--- src/rtl/core/char_lcd_nibble_sequencer_defines.svh ---
// Assertion macros shared by the sequencer RTL.
// Define ASSERT_OFF to compile the checks away.
`ifndef CHAR_LCD_NIBBLE_SEQUENCER_DEFINES_SVH
`define CHAR_LCD_NIBBLE_SEQUENCER_DEFINES_SVH

`ifndef ASSERT_OFF

// Clocked check, masked while reset is asserted
`define LCDNS_ASSERT(label, prop, msg) \
    label: assert property (@(posedge i_clk) disable iff (!i_rst_n) prop) else $error(msg);

// Clocked check that also holds across reset
`define LCDNS_ASSERT_RST(label, prop, msg) \
    label: assert property (@(posedge i_clk) prop) else $error(msg);

`else

`define LCDNS_ASSERT(label, prop, msg)
`define LCDNS_ASSERT_RST(label, prop, msg)

`endif

`endif

--- src/rtl/core/lcdns_pkg.sv ---
package lcdns_pkg;

    // Request codes
    typedef enum logic [1:0] {
        ACT_INIT    = 2'd0,
        ACT_COMMAND = 2'd1,
        ACT_DATA    = 2'd2,
        ACT_CURSOR  = 2'd3
    } t_action;

    // Configuration register indexes
    localparam int CFG_IDX_W  = 3;
    localparam int CFG_DATA_W = 16;
    typedef enum logic [CFG_IDX_W-1:0] {
        CFG_COMMAND_WAIT = 3'd0,
        CFG_DATA_WAIT    = 3'd1,
        CFG_FUNCTION_SET = 3'd2,
        CFG_ENTRY_MODE   = 3'd3,
        CFG_DISPLAY_CTRL = 3'd4,
        CFG_CURSOR_SHIFT = 3'd5
    } t_cfg_idx;

    // Register reset values
    localparam logic [15:0] RST_COMMAND_WAIT = 16'd100;
    localparam logic [15:0] RST_DATA_WAIT    = 16'd120;
    localparam logic [7:0]  RST_FUNCTION_SET = 8'h2C;
    localparam logic [7:0]  RST_ENTRY_MODE   = 8'h06;
    localparam logic [7:0]  RST_DISPLAY_CTRL = 8'h0F;
    localparam logic [7:0]  RST_CURSOR_SHIFT = 8'h14;

    // Fixed bytes and holds
    localparam logic [7:0]  CLEAR_CMD       = 8'h01;
    localparam logic [7:0]  WAKE_NIBBLE     = 8'h03;
    localparam logic [7:0]  FOUR_BIT_NIBBLE = 8'h02;
    localparam logic [15:0] IDLE_US         = 16'd10000;
    localparam logic [15:0] WAKE_FIRST_US   = 16'd5000;
    localparam logic [15:0] WAKE_NEXT_US    = 16'd110;

    // Byte source for a microcode step
    typedef enum logic [3:0] {
        SRC_ZERO,
        SRC_WAKE,
        SRC_FOUR,
        SRC_CLEAR,
        SRC_FSET,
        SRC_ENTRY,
        SRC_DISP,
        SRC_SHIFT,
        SRC_REQ
    } t_src;

    // Hold source for a microcode step
    typedef enum logic [2:0] {
        HOLD_ZERO,
        HOLD_IDLE,
        HOLD_WAKE_FIRST,
        HOLD_WAKE_NEXT,
        HOLD_BYTE_WAIT
    } t_hold;

    // Microcode address and program entry points
    typedef logic [5:0] t_upc;
    localparam t_upc UPC_INIT = 6'd0;
    localparam t_upc UPC_REQ  = 6'd29;
    localparam t_upc UPC_LAST = 6'd33;

    // Control word: fin ends the run, fin_req ends it unless cursor positioning
    typedef struct packed {
        t_src  src;
        logic  nib_lo;
        logic  en;
        t_hold hold;
        logic  fin;
        logic  fin_req;
    } t_uword;

    // Step handed from the sequencer to the datapath
    typedef struct packed {
        logic  valid;
        t_src  src;
        logic  nib_lo;
        logic  en;
        t_hold hold;
        logic  last;
    } t_step;

    function automatic t_uword uop(input t_src s, input logic lo, input logic en,
                                   input t_hold h, input logic f, input logic fr);
        t_uword w;
        w.src     = s;
        w.nib_lo  = lo;
        w.en      = en;
        w.hold    = h;
        w.fin     = f;
        w.fin_req = fr;
        return w;
    endfunction

    // Microcode program
    function automatic t_uword ucode_rom(input t_upc addr);
        t_uword w;
        case (addr)
            // idle, then the wake-up nibbles
            6'd0:  w = uop(SRC_ZERO,  1'b1, 1'b0, HOLD_IDLE,       1'b0, 1'b0);
            6'd1:  w = uop(SRC_WAKE,  1'b1, 1'b1, HOLD_ZERO,       1'b0, 1'b0);
            6'd2:  w = uop(SRC_WAKE,  1'b1, 1'b0, HOLD_WAKE_FIRST, 1'b0, 1'b0);
            6'd3:  w = uop(SRC_WAKE,  1'b1, 1'b1, HOLD_ZERO,       1'b0, 1'b0);
            6'd4:  w = uop(SRC_WAKE,  1'b1, 1'b0, HOLD_WAKE_NEXT,  1'b0, 1'b0);
            6'd5:  w = uop(SRC_WAKE,  1'b1, 1'b1, HOLD_ZERO,       1'b0, 1'b0);
            6'd6:  w = uop(SRC_WAKE,  1'b1, 1'b0, HOLD_WAKE_NEXT,  1'b0, 1'b0);
            6'd7:  w = uop(SRC_FOUR,  1'b1, 1'b1, HOLD_ZERO,       1'b0, 1'b0);
            6'd8:  w = uop(SRC_FOUR,  1'b1, 1'b0, HOLD_WAKE_NEXT,  1'b0, 1'b0);
            // clear
            6'd9:  w = uop(SRC_CLEAR, 1'b0, 1'b1, HOLD_ZERO,       1'b0, 1'b0);
            6'd10: w = uop(SRC_CLEAR, 1'b0, 1'b0, HOLD_ZERO,       1'b0, 1'b0);
            6'd11: w = uop(SRC_CLEAR, 1'b1, 1'b1, HOLD_ZERO,       1'b0, 1'b0);
            6'd12: w = uop(SRC_CLEAR, 1'b1, 1'b0, HOLD_BYTE_WAIT,  1'b0, 1'b0);
            // function set
            6'd13: w = uop(SRC_FSET,  1'b0, 1'b1, HOLD_ZERO,       1'b0, 1'b0);
            6'd14: w = uop(SRC_FSET,  1'b0, 1'b0, HOLD_ZERO,       1'b0, 1'b0);
            6'd15: w = uop(SRC_FSET,  1'b1, 1'b1, HOLD_ZERO,       1'b0, 1'b0);
            6'd16: w = uop(SRC_FSET,  1'b1, 1'b0, HOLD_BYTE_WAIT,  1'b0, 1'b0);
            // entry mode
            6'd17: w = uop(SRC_ENTRY, 1'b0, 1'b1, HOLD_ZERO,       1'b0, 1'b0);
            6'd18: w = uop(SRC_ENTRY, 1'b0, 1'b0, HOLD_ZERO,       1'b0, 1'b0);
            6'd19: w = uop(SRC_ENTRY, 1'b1, 1'b1, HOLD_ZERO,       1'b0, 1'b0);
            6'd20: w = uop(SRC_ENTRY, 1'b1, 1'b0, HOLD_BYTE_WAIT,  1'b0, 1'b0);
            // display control
            6'd21: w = uop(SRC_DISP,  1'b0, 1'b1, HOLD_ZERO,       1'b0, 1'b0);
            6'd22: w = uop(SRC_DISP,  1'b0, 1'b0, HOLD_ZERO,       1'b0, 1'b0);
            6'd23: w = uop(SRC_DISP,  1'b1, 1'b1, HOLD_ZERO,       1'b0, 1'b0);
            6'd24: w = uop(SRC_DISP,  1'b1, 1'b0, HOLD_BYTE_WAIT,  1'b0, 1'b0);
            // cursor shift, end of init
            6'd25: w = uop(SRC_SHIFT, 1'b0, 1'b1, HOLD_ZERO,       1'b0, 1'b0);
            6'd26: w = uop(SRC_SHIFT, 1'b0, 1'b0, HOLD_ZERO,       1'b0, 1'b0);
            6'd27: w = uop(SRC_SHIFT, 1'b1, 1'b1, HOLD_ZERO,       1'b0, 1'b0);
            6'd28: w = uop(SRC_SHIFT, 1'b1, 1'b0, HOLD_BYTE_WAIT,  1'b1, 1'b0);
            // request byte; cursor positioning falls through to an extra wait
            6'd29: w = uop(SRC_REQ,   1'b0, 1'b1, HOLD_ZERO,       1'b0, 1'b0);
            6'd30: w = uop(SRC_REQ,   1'b0, 1'b0, HOLD_ZERO,       1'b0, 1'b0);
            6'd31: w = uop(SRC_REQ,   1'b1, 1'b1, HOLD_ZERO,       1'b0, 1'b0);
            6'd32: w = uop(SRC_REQ,   1'b1, 1'b0, HOLD_BYTE_WAIT,  1'b0, 1'b1);
            6'd33: w = uop(SRC_REQ,   1'b1, 1'b0, HOLD_BYTE_WAIT,  1'b1, 1'b0);
            default: w = uop(SRC_ZERO, 1'b1, 1'b0, HOLD_ZERO,      1'b1, 1'b0);
        endcase
        return w;
    endfunction

endpackage

--- src/rtl/core/lcdns_seq.sv ---
`include "char_lcd_nibble_sequencer_defines.svh"

module lcdns_seq (
    input  logic                  i_clk,
    input  logic                  i_rst_n,
    input  logic                  start,
    input  logic [1:0]            i_action,
    output logic                  busy,
    output lcdns_pkg::t_step      o_step
);

    logic               r_busy,   n_busy;
    lcdns_pkg::t_upc    r_upc,    n_upc;
    logic               r_cursor, n_cursor;
    lcdns_pkg::t_uword  uword;
    logic               accept;
    logic               step_last;

    assign accept = start && !r_busy;

    // Fetch the control word of the current step
    assign uword     = lcdns_pkg::ucode_rom(r_upc);
    assign step_last = uword.fin || (uword.fin_req && !r_cursor);

    // Hand the step to the datapath
    always_comb begin
        o_step.valid  = r_busy;
        o_step.src    = uword.src;
        o_step.nib_lo = uword.nib_lo;
        o_step.en     = uword.en;
        o_step.hold   = uword.hold;
        o_step.last   = step_last;
    end

    // Advance the step counter, stop on the last step, load entry on transfer
    always_comb begin
        n_busy   = r_busy;
        n_upc    = r_upc;
        n_cursor = r_cursor;
        if (accept) begin
            n_busy   = 1'b1;
            n_cursor = (lcdns_pkg::t_action'(i_action) == lcdns_pkg::ACT_CURSOR);
            n_upc    = (lcdns_pkg::t_action'(i_action) == lcdns_pkg::ACT_INIT)
                       ? lcdns_pkg::UPC_INIT : lcdns_pkg::UPC_REQ;
        end else if (r_busy) begin
            if (step_last) begin
                n_busy = 1'b0;
            end else begin
                n_upc = r_upc + 6'd1;
            end
        end
    end

    always_ff @(posedge i_clk) begin
        if (!i_rst_n) begin
            r_busy   <= 1'b0;
            r_upc    <= lcdns_pkg::UPC_INIT;
            r_cursor <= 1'b0;
        end else begin
            r_busy   <= n_busy;
            r_upc    <= n_upc;
            r_cursor <= n_cursor;
        end
    end

    assign busy = r_busy;

    `LCDNS_ASSERT_RST(a_rst_idle, !i_rst_n |=> !r_busy, "sequencer busy after reset")
    `LCDNS_ASSERT(a_pc_range, r_busy |-> (r_upc <= lcdns_pkg::UPC_LAST), "step counter out of range")
    `LCDNS_ASSERT(a_start_runs, accept |=> r_busy, "transfer did not start a run")
    `LCDNS_ASSERT(a_last_stops, (r_busy && step_last) |=> !r_busy, "run did not stop on last step")

endmodule

--- src/rtl/core/lcdns_datapath.sv ---
`include "char_lcd_nibble_sequencer_defines.svh"

module lcdns_datapath (
    input  logic                             i_clk,
    input  logic                             i_rst_n,
    input  logic                             i_load,
    input  logic [1:0]                       i_action,
    input  logic [7:0]                       i_payload_byte,
    input  logic                             i_row_select,
    input  logic [5:0]                       i_column,
    input  logic                             i_cfg_we,
    input  logic [lcdns_pkg::CFG_IDX_W-1:0]  i_cfg_index,
    input  logic [lcdns_pkg::CFG_DATA_W-1:0] i_cfg_data,
    input  lcdns_pkg::t_step                 i_step,
    output logic                             o_strobe,
    output logic                             o_pin_rs,
    output logic                             o_pin_enable,
    output logic [3:0]                       o_pin_data,
    output logic [15:0]                      o_hold_us,
    output logic                             o_last
);

    logic [15:0] r_command_wait;
    logic [15:0] r_data_wait;
    logic [7:0]  r_function_set;
    logic [7:0]  r_entry_mode;
    logic [7:0]  r_display_ctrl;
    logic [7:0]  r_cursor_shift;

    logic [7:0]  r_req_byte;
    logic        r_req_rs;

    logic        r_strobe;
    logic        r_pin_rs;
    logic        r_pin_enable;
    logic [3:0]  r_pin_data;
    logic [15:0] r_hold_us;
    logic        r_last;

    logic [7:0]  src_byte;
    logic [15:0] hold_val;

    // Write configuration registers
    always_ff @(posedge i_clk) begin
        if (!i_rst_n) begin
            r_command_wait <= lcdns_pkg::RST_COMMAND_WAIT;
            r_data_wait    <= lcdns_pkg::RST_DATA_WAIT;
            r_function_set <= lcdns_pkg::RST_FUNCTION_SET;
            r_entry_mode   <= lcdns_pkg::RST_ENTRY_MODE;
            r_display_ctrl <= lcdns_pkg::RST_DISPLAY_CTRL;
            r_cursor_shift <= lcdns_pkg::RST_CURSOR_SHIFT;
        end else if (i_cfg_we) begin
            case (lcdns_pkg::t_cfg_idx'(i_cfg_index))
                lcdns_pkg::CFG_COMMAND_WAIT: r_command_wait <= i_cfg_data;
                lcdns_pkg::CFG_DATA_WAIT:    r_data_wait    <= i_cfg_data;
                lcdns_pkg::CFG_FUNCTION_SET: r_function_set <= i_cfg_data[7:0];
                lcdns_pkg::CFG_ENTRY_MODE:   r_entry_mode   <= i_cfg_data[7:0];
                lcdns_pkg::CFG_DISPLAY_CTRL: r_display_ctrl <= i_cfg_data[7:0];
                lcdns_pkg::CFG_CURSOR_SHIFT: r_cursor_shift <= i_cfg_data[7:0];
                default: ;
            endcase
        end
    end

    // Capture the request byte and register select on transfer
    always_ff @(posedge i_clk) begin
        if (i_load) begin
            if (lcdns_pkg::t_action'(i_action) == lcdns_pkg::ACT_CURSOR) begin
                r_req_byte <= {1'b1, i_row_select, i_column};
            end else begin
                r_req_byte <= i_payload_byte;
            end
            r_req_rs <= (lcdns_pkg::t_action'(i_action) == lcdns_pkg::ACT_DATA);
        end
    end

    // Select the byte for this step
    always_comb begin
        case (i_step.src)
            lcdns_pkg::SRC_ZERO:  src_byte = 8'h00;
            lcdns_pkg::SRC_WAKE:  src_byte = lcdns_pkg::WAKE_NIBBLE;
            lcdns_pkg::SRC_FOUR:  src_byte = lcdns_pkg::FOUR_BIT_NIBBLE;
            lcdns_pkg::SRC_CLEAR: src_byte = lcdns_pkg::CLEAR_CMD;
            lcdns_pkg::SRC_FSET:  src_byte = r_function_set;
            lcdns_pkg::SRC_ENTRY: src_byte = r_entry_mode;
            lcdns_pkg::SRC_DISP:  src_byte = r_display_ctrl;
            lcdns_pkg::SRC_SHIFT: src_byte = r_cursor_shift;
            lcdns_pkg::SRC_REQ:   src_byte = r_req_byte;
            default:              src_byte = 8'h00;
        endcase
    end

    // Select the hold for this step; the byte wait follows register select
    always_comb begin
        case (i_step.hold)
            lcdns_pkg::HOLD_ZERO:       hold_val = 16'd0;
            lcdns_pkg::HOLD_IDLE:       hold_val = lcdns_pkg::IDLE_US;
            lcdns_pkg::HOLD_WAKE_FIRST: hold_val = lcdns_pkg::WAKE_FIRST_US;
            lcdns_pkg::HOLD_WAKE_NEXT:  hold_val = lcdns_pkg::WAKE_NEXT_US;
            lcdns_pkg::HOLD_BYTE_WAIT:  hold_val = r_req_rs ? r_data_wait : r_command_wait;
            default:                    hold_val = 16'd0;
        endcase
    end

    // Register the pin state; only the strobe needs reset
    always_ff @(posedge i_clk) begin
        if (!i_rst_n) begin
            r_strobe <= 1'b0;
        end else begin
            r_strobe <= i_step.valid;
        end
    end

    always_ff @(posedge i_clk) begin
        if (i_step.valid) begin
            r_pin_rs     <= r_req_rs;
            r_pin_enable <= i_step.en;
            r_pin_data   <= i_step.nib_lo ? src_byte[3:0] : src_byte[7:4];
            r_hold_us    <= hold_val;
            r_last       <= i_step.last;
        end
    end

    assign o_strobe     = r_strobe;
    assign o_pin_rs     = r_pin_rs;
    assign o_pin_enable = r_pin_enable;
    assign o_pin_data   = r_pin_data;
    assign o_hold_us    = r_hold_us;
    assign o_last       = r_last;

    `LCDNS_ASSERT(a_gap_after_last, (r_strobe && r_last) |=> !r_strobe, "pin state right after last")
    `LCDNS_ASSERT(a_load_idle, i_load |-> !i_step.valid, "request loaded during a run")
    `LCDNS_ASSERT(a_enable_no_hold, (r_strobe && r_pin_enable) |-> (r_hold_us == 16'd0), "enable high with a hold")

endmodule

--- src/rtl/core/char_lcd_nibble_sequencer.sv ---
// Character LCD 4-bit sequencer. Raise start with an action while busy is low;
// the request is taken at that edge and busy rises. Pin states then appear one
// per clock, each valid for exactly one cycle while o_strobe is high, after the
// request has passed the sequencer state register and the pin output register;
// o_last marks the final one, and busy is already low in that cycle, so a new
// request can be taken at the edge that ends it. The receiver cannot stall and
// must capture every strobed state (typically into a FIFO in front of the pin
// timer). A run is 29 states for init, 4 for a command or data byte and 5 for
// cursor positioning; the rate is set by the microcode step counter, which
// issues one control word per clock. Configuration writes take effect at once
// and belong in idle time only.
module char_lcd_nibble_sequencer (
    input  logic                             i_clk,
    input  logic                             i_rst_n,
    input  logic                             start,
    output logic                             busy,
    input  logic [1:0]                       i_action,
    input  logic [7:0]                       i_payload_byte,
    input  logic                             i_row_select,
    input  logic [5:0]                       i_column,
    input  logic                             i_cfg_we,
    input  logic [lcdns_pkg::CFG_IDX_W-1:0]  i_cfg_index,
    input  logic [lcdns_pkg::CFG_DATA_W-1:0] i_cfg_data,
    output logic                             o_strobe,
    output logic                             o_pin_rs,
    output logic                             o_pin_enable,
    output logic [3:0]                       o_pin_data,
    output logic [15:0]                      o_hold_us,
    output logic                             o_last
);

    lcdns_pkg::t_step step;
    logic             load;

    assign load = start && !busy;

    // Step counter and microcode
    lcdns_seq u_seq (
        .i_clk    (i_clk),
        .i_rst_n  (i_rst_n),
        .start    (start),
        .i_action (i_action),
        .busy     (busy),
        .o_step   (step)
    );

    // Operand select, configuration and pin output registers
    lcdns_datapath u_datapath (
        .i_clk          (i_clk),
        .i_rst_n        (i_rst_n),
        .i_load         (load),
        .i_action       (i_action),
        .i_payload_byte (i_payload_byte),
        .i_row_select   (i_row_select),
        .i_column       (i_column),
        .i_cfg_we       (i_cfg_we),
        .i_cfg_index    (i_cfg_index),
        .i_cfg_data     (i_cfg_data),
        .i_step         (step),
        .o_strobe       (o_strobe),
        .o_pin_rs       (o_pin_rs),
        .o_pin_enable   (o_pin_enable),
        .o_pin_data     (o_pin_data),
        .o_hold_us      (o_hold_us),
        .o_last         (o_last)
    );

endmodule

--- config.mk ---
export PLATFORM = sky130hd
export DESIGN_NAME = char_lcd_nibble_sequencer
export DESIGN_NICKNAME = d
export VERILOG_FILES = /design/src/rtl/core/lcdns_pkg.sv /design/src/rtl/core/lcdns_seq.sv /design/src/rtl/core/lcdns_datapath.sv /design/src/rtl/core/char_lcd_nibble_sequencer.sv
export VERILOG_INCLUDE_DIRS = /design/src /design/src/rtl/core
export SDC_FILE = /design/constraint.sdc
export NUM_CORES = 1
export LEC_CHECK = 0
export ABC_AREA = 1
export BUFFER_PORTS_ARGS = -buffer_cell sky130_fd_sc_hd__buf_2
export CORE_MARGIN = 1
export CORE_UTILIZATION = 50
export CTS_CLUSTER_SIZE = 24
export DETAILED_ROUTE_END_ITERATION = 8
export GPL_TIMING_DRIVEN = 0
export MAX_ROUTING_LAYER = met4
export PLACE_DENSITY = 0.7
export SETUP_SLACK_MARGIN = 0.5
export SYNTH_ARGS = -nofsm -noshare
export SYNTH_HDL_FRONTEND = slang
export SYNTH_SLANG_ARGS = --single-unit
--- constraint.sdc ---
create_clock -name i_clk -period 2.9 [get_ports i_clk]
set_input_delay 0.145 -clock i_clk [delete_from_list [all_inputs] [get_ports i_clk]]
set_output_delay 0.145 -clock i_clk [all_outputs]
set_load 0.005 [all_outputs]
# ---- After elaboration in Yosys (flattened, before gate mapping)
# Memories as Yosys holds them, arrays and structs flattened. A register that Yosys moved wholly into a read port is not among the register bits.
# Cells that the tools add are included.
dict set report classes {
  n_reduce_logical 15
  n_eq_ne 20
  mux 14
  n_addsub 1
}
# operator count
set ops {}
lappend ops {{16-bit case mux with 4 select lines} 1}
lappend ops {{8-bit case mux with 8 select lines} 1}
lappend ops {{6-bit two-way mux} 5}
lappend ops {{4-bit by 3-bit equality test with 1-bit output, second input constant} 4}
lappend ops {{16-bit two-way mux} 1}
lappend ops {{2-bit AND reduction} 7}
lappend ops {{3-bit by 2-bit equality test with 1-bit output, second input constant} 4}
lappend ops {{3-bit equality test, second input constant} 3}
lappend ops {{4-bit by 2-bit equality test with 1-bit output, second input constant} 2}
lappend ops {{7-bit two-way mux} 1}
lappend ops {{6-bit by 1-bit adder with 6-bit output, second input constant} 1}
lappend ops {{3-bit by 1-bit equality test with 1-bit output, second input constant} 2}
lappend ops {{5-bit two-way mux} 1}
lappend ops {{2-bit equality test, second input constant} 2}
lappend ops {{4-bit by 1-bit equality test with 1-bit output, second input constant} 1}
lappend ops {{4-bit equality test, second input constant} 1}
lappend ops {{4-bit two-way mux} 1}
lappend ops {{3-bit logical NOT} 1}
lappend ops {{1-bit two-way mux} 3}
lappend ops {{1-bit logical AND} 2}
lappend ops {{1-bit logical NOT} 2}
lappend ops {{2-bit logical NOT} 1}
lappend ops {{2-bit inequality test, second input constant} 1}
lappend ops {{2-bit nonzero test} 1}
lappend ops {{1-bit logical OR} 1}
dict set report word_totals {
  output_inout_bits 25
  in_bits 40
  mem_bits_ro 704
  reg_bits 105
  elab_cells 69
  n_memories 1
}
# memory depth word_bits rd rd_ports_with_merged_regs wr line_no
set memory_table {}
lappend memory_table {{(name not given)} 64 11 1 1 0 lcdns_pkg.sv:102} ;# case (addr)

# ---- Logic depth before layout (Yosys ltp)
# Gate-level depths: netlist of the first run.
dict set report logic_depth {
  ltp_word 8
  ltp_mapped 18
  ltp_nobuf 18
}

# ---- Modules after synthesis
# A second synthesis of the first run with hierarchy kept.
dict set report hier_totals {
  hier_cells 671
  hier_area_um2 5326.4
}
# mod seq_area_each_um2 area_per_inst_um2 cells_per_inst instances
set by_module_without_submodules {}
lappend by_module_without_submodules {lcdns_datapath 2262.2 4122.7 511 1}
lappend by_module_without_submodules {lcdns_seq 380.4 1193.6 158 1}
lappend by_module_without_submodules {char_lcd_nibble_sequencer 0.0 10.0 2 1}

# ---- Least setup slack after synthesis of the first run
# Ideal clock, no wire load.
dict set report synth_timing {
  path_kind {register to register}
  from {register u_seq.r_busy, in the netlist u_seq.busy}
  to {register u_seq.uword[8] (netlist name)}
  slack_ps 448
  setup_time_ps 114
  path_stages_with_launch 18
  path_buffers 1
  required_time_ps 2786
  arrival_time_ps 2338
  period_less_slack_ps 2452
  path_cell_list {dfxtp_1 inv_2 nand2_2 buf_6 nand2_2 inv_2 nand2_1 nand2_1 inv_1 nor2_1 inv_1 ha_1 inv_1 nand4_1 nand3_1 nand2_1 nand3_1 nand2_1}
}
dict set report synth_between {
  elab_chain_cells 6
  word_cells_on_any_way 8
  cone_classes {eq/ne: 1; mux: 3; reduce/logical: 4}
}
# item line_no
set synth_lines {}
lappend synth_lines {{from (decl)} lcdns_seq.sv:12} ;# logic r_busy, n_busy;
lappend synth_lines {{from (signal assigned)} lcdns_seq.sv:60} ;# r_busy <= n_busy;
lappend synth_lines {{1-bit logical NOT} lcdns_seq.sv:19} ;# assign accept = start && !r_busy;
lappend synth_lines {{1-bit logical AND} lcdns_seq.sv:19}
lappend synth_lines {{2-bit inequality test (no source line) / 2-bit nonzero test (equally long branches)} -}
lappend synth_lines {{2-bit AND reduction (no source line)} -}
lappend synth_lines {{6-bit two-way mux (no source line) (*) (2 in a row)} -}
# Every way passes the cells marked *; elsewhere a longest branch is shown, timed or not.
# A chain may end at the register's enable or synchronous reset.

# ---- Final worst setup path of the first run
dict set report layout_timing {
  from {register u_seq.r_cursor}
  to {register u_seq.uword[8] (netlist name)}
}
dict set report layout_between {
  elab_chain_cells 7
}
# item line_no
set layout_lines {}
lappend layout_lines {{from (decl)} lcdns_seq.sv:14} ;# logic r_cursor, n_cursor;
lappend layout_lines {{from (signal assigned)} lcdns_seq.sv:62} ;# r_cursor <= n_cursor;
lappend layout_lines {{1-bit logical NOT} lcdns_seq.sv:23} ;# assign step_last = uword.fin || (uword.fin_req && !r_cursor);
lappend layout_lines {{1-bit logical AND} lcdns_seq.sv:23}
lappend layout_lines {{1-bit logical OR} lcdns_seq.sv:23}
lappend layout_lines {{2-bit inequality test (no source line)} -}
lappend layout_lines {{2-bit AND reduction (no source line)} -}
lappend layout_lines {{6-bit two-way mux (no source line) (2 in a row)} -}
# No other way between the ends.

==> summary.txt, run 1 <==
CTS tree - done
GRT overflow - 0
drt wl/cell - 14.5 um
Slew @ Worst Pin - 653 ps
core area - 9730 um^2
Mapped Nets - 689
WP data arrival - 2590 ps
crit start category - flip-flop
DIE AREA - 10,400 um^2
Worst setup EP type - flip-flop
Die Ht - 102 um
number of max-capacitance violations reported - 0
WHS Endpoint - u_seq.r_cursor$_SDFFE_PN0P_
first-pass GRT wire length - 20,900 um
max incr delay on CP - 290 ps
setup_tns - 0 ps
Crit Path Max Fanout - 5
Hold Path Stages - 4
Seq/Total Area, Yosys - 52.6%
setup violators final - 0
outcome - finished clean
cells after synthesis - 644
Post-synth EDFFs - 32
unrepaired setup endpoints after global routing - no
initial core utilization - 51.6%
mapped cell area - 5020 um^2
Buffers on Ports - 64
CP Class - reg -> reg
largest net degree at the start of global routing - 17
drt drc - 0
dominant synthesized flop cell - dfxtp_1
NumNets Final - 808
Final Non-Filler Cells - 909
IO Pins - 65
flop-to-flop setup slack - 710 ps
Max Clock Freq - 457 MHz
Slew HR - 56.3%
clock insertion delay at the later pin of the skew report - 510 ps
CTS root buf - clkbuf_8
Post-synth ARST share - 0%
Die W - 102 um
Final Max Slew Viols - 0
Vias - 4,684
Avg Cell Area, Syn - 7.79 um^2
P&R area growth vs syn - 29.7%
number of core rows - 36
reg2reg start - u_seq.r_cursor$_SDFFE_PN0P_
GRT Total Usage - 27.6%
final critical-path share of the clock period - 75.4%
DP Wirelength - 8740 um
Critical Path RT - 3300 ps
final antenna-violating net count - 0
initial antenna violation count - 0
R2R cell count - 17
Setup Skew - 7.29 ps
Max clock buf depth - 2
CP most frequent cell - nand2_1
CP cell instances - inv_1 > nand2_1 > nand3_1 > nand2_2 > inv_2 > nand2_1 > nand2_1 > inv_1 > nor2_2 > inv_1 > ha_1 > inv_1 > nand4_1 > nand3_1 > nand2_1 > nand3_1 > nand2_1
leakage power - 3.03 nW
share of cells above drive strength 1 - 15.9%
Vias/cell - 5.15
total power per unit cell area - 702 nW/um^2
Num CTS Buffers - 17
clk sinks - 116
minimum clock period - 2190 ps
Routed WL - 13,200 um
CTS H-tree lvls - 4
initial detailed-routing violation count - 480
Critical-path top delay cell - dfxtp_1
Final Hold Fails - 0
Ys Warns - 0
vias in the first global route - 4,298
R2R Path End - u_seq.uword[8]$_SDFF_PN0_
placed cells - 841
routability cong. - 0.897
hold_ws - 63.3 ps
Yosys reg bits - 116
ant diodes - 0
hold_sp - start
Synth cell types - 35
first-pass iteration count of the detailed router - 5
CTS clk-pin slew, worst paths - 50 ps
Hold Path Class - in -> reg
VDD IR max - 355 uV
==> synth_stat cells, types with 2 or more instances <==
cell type,count,share of area (%)
nand4_1,9,1.1
clkbuf_1,12,0.90
nand3_1,36,3.6
a21oi_1,11,1.1
dfxtp_1,84,33
nand3_2,2,0.40
o31ai_1,7,1.0
inv_1,43,3.2
or2_2,2,0.25
o21ai_0,59,5.9
ha_1,5,1.2
buf_1,2,0.15
mux2i_1,6,1.2
a221oi_1,5,0.87
buf_2,2,0.20
inv_2,5,0.37
nand2_2,7,0.87
edfxtp_1,32,19
nand2_1,168,13
o211ai_1,2,0.30
nor2_1,131,9.8
==> cell families (layout without fill, tap and decap cells) <==
group                    after synthesis  count (layout)  share of synthesized area [%]
AND/OR/NAND/NOR                      362             362                           29.9
flip-flops                           116             116                           52.6
AO/OA/AOI/OAI                         88              88                           9.80
buffers and inverters                 67             199                           5.26
multiplexers                           6               6                           1.20
adder cells (fa/ha/maj)                5               5                           1.25
==> layout make-up <==
type                    instances  area (um^2)
plain buffers                  17         73.8
clock buffers                  19          443
clock inverters                13          194
fillers                       815         3220
inverters                      50          190
multi-input cells             461         2120
flip-flops and latches        116         2650
well taps                     133          166
repair buffers                100          683
==> critical path, delay by kind of cell (launching register included) <==
family,cells,cell delay (ps)
adders and majority gates,1,270
buffers and inverters,5,410
DFF,1,290
and+or+nand+nor,11,1090
==> flip-flops by register name, summed over array words and instances, names as in the netlist, 6 cells and up <==
register                   flops
u_datapath.r_command_wait     16
u_seq.uword                   11
u_datapath.r_display_ctrl      8
u_seq.r_upc                    6
u_datapath.r_cursor_shift      8
u_datapath.o_hold_us          16
u_datapath.r_entry_mode        8
u_datapath.r_req_byte          8
u_datapath.r_function_set      8
u_datapath.r_data_wait        16
==> worst max path at each step <==
stage / slack, ps / endpoint / start / cells past startpoint
after global placement: 340 / u_seq.uword[8]$_SDFF_PN0_ / u_seq.busy$_SDFF_PN0_ / 17
after CTS: 590 / u_seq.uword[8]$_SDFF_PN0_ / u_seq.busy$_SDFF_PN0_ / 17
after detailed placement: 280 / u_seq.uword[8]$_SDFF_PN0_ / u_seq.busy$_SDFF_PN0_ / 17
final: 710 / u_seq.uword[8]$_SDFF_PN0_ / u_seq.r_cursor$_SDFFE_PN0P_ / 17
after global routing: 490 / u_seq.uword[8]$_SDFF_PN0_ / u_seq.r_cursor$_SDFFE_PN0P_ / 17
after floorplan: 740 / u_seq.uword[8]$_SDFF_PN0_ / u_seq.busy$_SDFF_PN0_ / 17
==> per-layer routing <==
layer  GRT usage, %  vias to the layer above  part of all wire [%]  wire length, um
met5              -                        -                     0                0
met2           43.4                      181                    48             6290
met4           8.79                        0                  0.90              119
met1           35.5                     2147                    44             5840
li1               -                     2340                     -                -
met3           6.02                       16                   7.1              935
==> placed cells by master (no fill, tap or decap), types with 2 or more instances in the layout <==
cell and n:
or2_2 2, clkbuf_16 17, a221oi_1 5, inv_6 3, nor2_1 130, nand3_2 2
clkinv_1 2, clkinv_4 5, bufinv_16 4, ha_1 5, nand2_1 168, buf_2 66
o31ai_1 7, nand2_2 7, buf_1 2, a21oi_1 11, nand3_1 36, dfxtp_1 83
inv_2 5, dlygate4sd3_1 34, o21ai_0 59, o211ai_1 2, clkbuf_1 13, inv_1 43
mux2i_1 6, nor2_2 2, edfxtp_1 32, nand4_1 9
==> power by group <==
part	internal [mW]	switching [mW]	leakage, nW
Combinational	0.195	0.315	1.72
Sequential	1.78	0.0503	0.996
Clock	1.46	0.770	0.310
Total	3.44	1.14	3.03
==> per-stage QoR <==
step	power (mW)	instance area, um^2	utilization, %	setup WS, ps
after global placement	2.31	5510	56.6	342
final	4.57	6510	66.9	713
after global routing	4.73	6510	66.9	491
after floorplan	2.15	5020	-	744
after CTS	4.58	6500	66.8	591
after detailed placement	2.32	5510	56.6	283
==> timing repair <==
item | 4_1_cts | 5_1_grt
endpoints found under the hold margin | 70 | 0
endpoints found under the setup margin | 8 | 6
setup buffers | 1 | 1
hold buffers | 34 | 0
gates resized for setup | 1 | 1
pin swaps | 0 | 0
Note: power is estimated with default switching activity, not from simulation.
==> inputs of run 2 (changes only) <==
==> constraint.sdc (replaced) <==
create_clock -name i_clk -period 2.1 [get_ports i_clk]
set_input_delay 0.105 -clock i_clk [delete_from_list [all_inputs] [get_ports i_clk]]
set_output_delay 0.105 -clock i_clk [all_outputs]
set_load 0.005 [all_outputs]
==> run 2 against run 1 <==
Clock skew is essentially flat. Via count grew 6.0%. Sequential power grew 39%. Critical path depth shrank 4. Register-to-register slack lost 480 ps. Largest power group unchanged. Largest cell class unchanged. Global-route usage grew 2.0 points. Final area grew 4.3%. Routed wire length grew 6.7%. First-iteration DRC count shrank 22%. Critical endpoint is now u_seq.uword[1]$_DFF_P_. Total power grew 31%. Sequential share of layout area shrank 1.6 points.
==> summary.txt, run 2 (synthesis results as in run 1) <==
met3 usage - 7.05% (was 6.02%)
Critical-path top delay cell - dfxtp_4 (was dfxtp_1)
Vias - 4,963 (was 4,684)
IO Pins - 65 (unchanged)
Critical Path RT - 2510 ps (was 3300 ps)
Final Hold Fails - 0 (unchanged)
Slew @ Worst Pin - 673 ps (was 653 ps)
GRT Total Usage - 29.6% (was 27.6%)
area of the multi-input gates - 2300 um^2 (was 2120 um^2)
CTS H-tree lvls - 4 (unchanged)
ant diodes - 0 (unchanged)
Die W - 102 um (unchanged)
max incr delay on CP - 360 ps (was 290 ps)
WP data arrival - 2280 ps (was 2590 ps)
Crit Path Max Fanout - 4 (was 5)
# fillers - 791 (was 815)
NumNets Final - 829 (was 808)
commonest non-fill, non-tap cells in the layout - 157 x nand2_1, 126 x nor2_1, 81 x dfxtp_1 (was 168 x nand2_1, 130 x nor2_1, 83 x dfxtp_1)
Buffers on Ports - 64 (unchanged)
Hold Path Class - in -> reg (unchanged)
final critical-path share of the clock period - 88.9% (was 75.4%)
Max Clock Freq - 535 MHz (was 457 MHz)
design area - 6790 um^2 (was 6510 um^2)
CP most frequent cell - nand2_2 (was nand2_1)
total chip power - 6.01 mW (was 4.57 mW)
crit start category - flip-flop (unchanged)
initial antenna violation count - 0 (unchanged)
first-pass GRT wire length - 22,200 um (was 20,900 um)
register area - 2650 um^2 (about the same)
setup_tns - 0 ps (unchanged)
CP cell instances - inv_2 > nand2_2 > buf_8 > buf_6 > nand2_4 > nand2_2 > nand2_2 > o211ai_1 > ha_2 > buf_4 > nand2_1 > o21ai_1 > nand2_1 (was inv_1 > nand2_1 > nand3_1 > nand2_2 > inv_2 > nand2_1 > nand2_1 > inv_1 > nor2_2 > inv_1 > ha_1 > inv_1 > nand4_1 > nand3_1 > nand2_1 > nand3_1 > nand2_1)
routability cong. - 0.894 (was 0.897)
Num CTS Buffers - 17 (unchanged)
CP Class - reg -> reg (unchanged)
Slew HR - 54.9% (was 56.3%)
Final Non-Filler Cells - 930 (was 909)
final antenna-violating net count - 0 (unchanged)
initial core utilization - 51.6% (unchanged)
unrepaired setup endpoints after global routing - yes (was no)
CTS root buf - clkbuf_8 (unchanged)
CTS tree - done (unchanged)
clock insertion delay at the later pin of the skew report - 520 ps (was 510 ps)
minimum clock period - 1870 ps (was 2190 ps)
largest net degree at the start of global routing - 17 (unchanged)
most common library cell in the layout ignoring fill and taps - nand2_1 (unchanged)
flop-to-flop setup slack - 230 ps (was 710 ps)
number of max-capacitance violations reported - 0 (unchanged)
Crit path max-delay family - buffers and inverters (was simple AND/OR/NAND/NOR gates)
Max clock buf depth - 2 (unchanged)
drt drc - 0 (unchanged)
Die Ht - 102 um (unchanged)
share of cells above drive strength 1 - 22.3% (was 15.9%)
Final Max Slew Viols - 0 (unchanged)
grt peak-use layer - met2 (unchanged)
core area - 9730 um^2 (unchanged)
DP Wirelength - 8820 um (was 8740 um)
Worst setup EP type - flip-flop (unchanged)
initial detailed-routing violation count - 373 (was 480)
GRT overflow - 0 (unchanged)
setup violators final - 0 (unchanged)
clk sinks - 116 (unchanged)
leakage power - 3.13 nW (was 3.03 nW)
first-pass iteration count of the detailed router - 5 (unchanged)
number of core rows - 36 (unchanged)
vias in the first global route - 4,573 (was 4,298)
placed cells - 841 (unchanged)
CP Buf/Inv Count - 4 (was 5)
global-route met1 utilization - 35.2% (was 35.5%)
DIE AREA - 10,400 um^2 (unchanged)
hold_ws - 9.44 ps (was 63.3 ps)
CTS clk-pin slew, worst paths - 60 ps (was 50 ps)
met2 Track Usage GR - 46.9% (was 43.4%)
drt wl/cell - 15.1 um (was 14.5 um)
Vias/cell - 5.34 (was 5.15)
VDD IR max - 527 uV (was 355 uV)
outcome - finished clean (unchanged)
P&R area growth vs syn - 35.3% (was 29.7%)
Area after DPL - 5520 um^2 (was 5510 um^2)
Routed WL - 14,100 um (was 13,200 um)
total power per unit cell area - 884 nW/um^2 (was 702 nW/um^2)
Setup Skew - 6.97 ps (was 7.29 ps)
-- run 2: timing repair --
action                                  in CTS  in global routing
buffers inserted                            21                  2
resized for setup                           38                 25
hold buffers                                34                  0
pin swaps                                   22                  6
hold endpoints to repair                    74                  0
endpoints found under the setup margin      24                 28
-- run 2: worst paths after layout --
check / from / endpoint / cells past startpoint
max: u_seq.busy$_SDFF_PN0_ / u_seq.uword[1]$_DFF_P_ / 13
min: i_rst_n / u_seq.r_upc[2]$_SDFFE_PN0N_ / 3
max reg2reg: u_seq.busy$_SDFF_PN0_ / u_seq.uword[1]$_DFF_P_ / 13
min reg2reg: u_seq.uword[5]$_SDFF_PN0_ / u_datapath.o_pin_enable$_DFFE_PP_ / 0
-- run 2: metrics by stage --
stage                     util [%]  setup slack, ps
final                         69.8              232
after detailed placement      56.7             -158
after floorplan                  -              184
after CTS                     68.8              303
after global routing          69.8             87.6
after global placement        56.7            -94.8
-- run 2: area by class of cell --
cell class              instances  area share [%]
inverters                      50            3.00
flip-flops and latches        116            39.0
repair buffers                121            12.5
plain buffers                  17            1.25
clock inverters                 5           0.774
clock buffers                  27            7.09
well taps                     133            2.45
multi-input cells             461            33.9
-- run 2: where the power goes --
part / internal, mW / total (mW) / leakage [nW] / switching [mW]
Combinational: 0.342 / 0.843 / 1.87 / 0.500
Sequential: 2.47 / 2.54 / 0.997 / 0.0707
Clock: 1.66 / 2.63 / 0.260 / 0.969
-- run 2: tightest hold or removal path: stages --
cell and delay (ps):
buf_2 140, nand3_4 150, inv_2 70
-- run 2: metal layers --
metal / part of all wire [%] / up-vias
li1: - / 2380
met1: 42 / 2305
met2: 47 / 246
met3: 7.8 / 32
met4: 3.4 / 0
met5: 0 / -
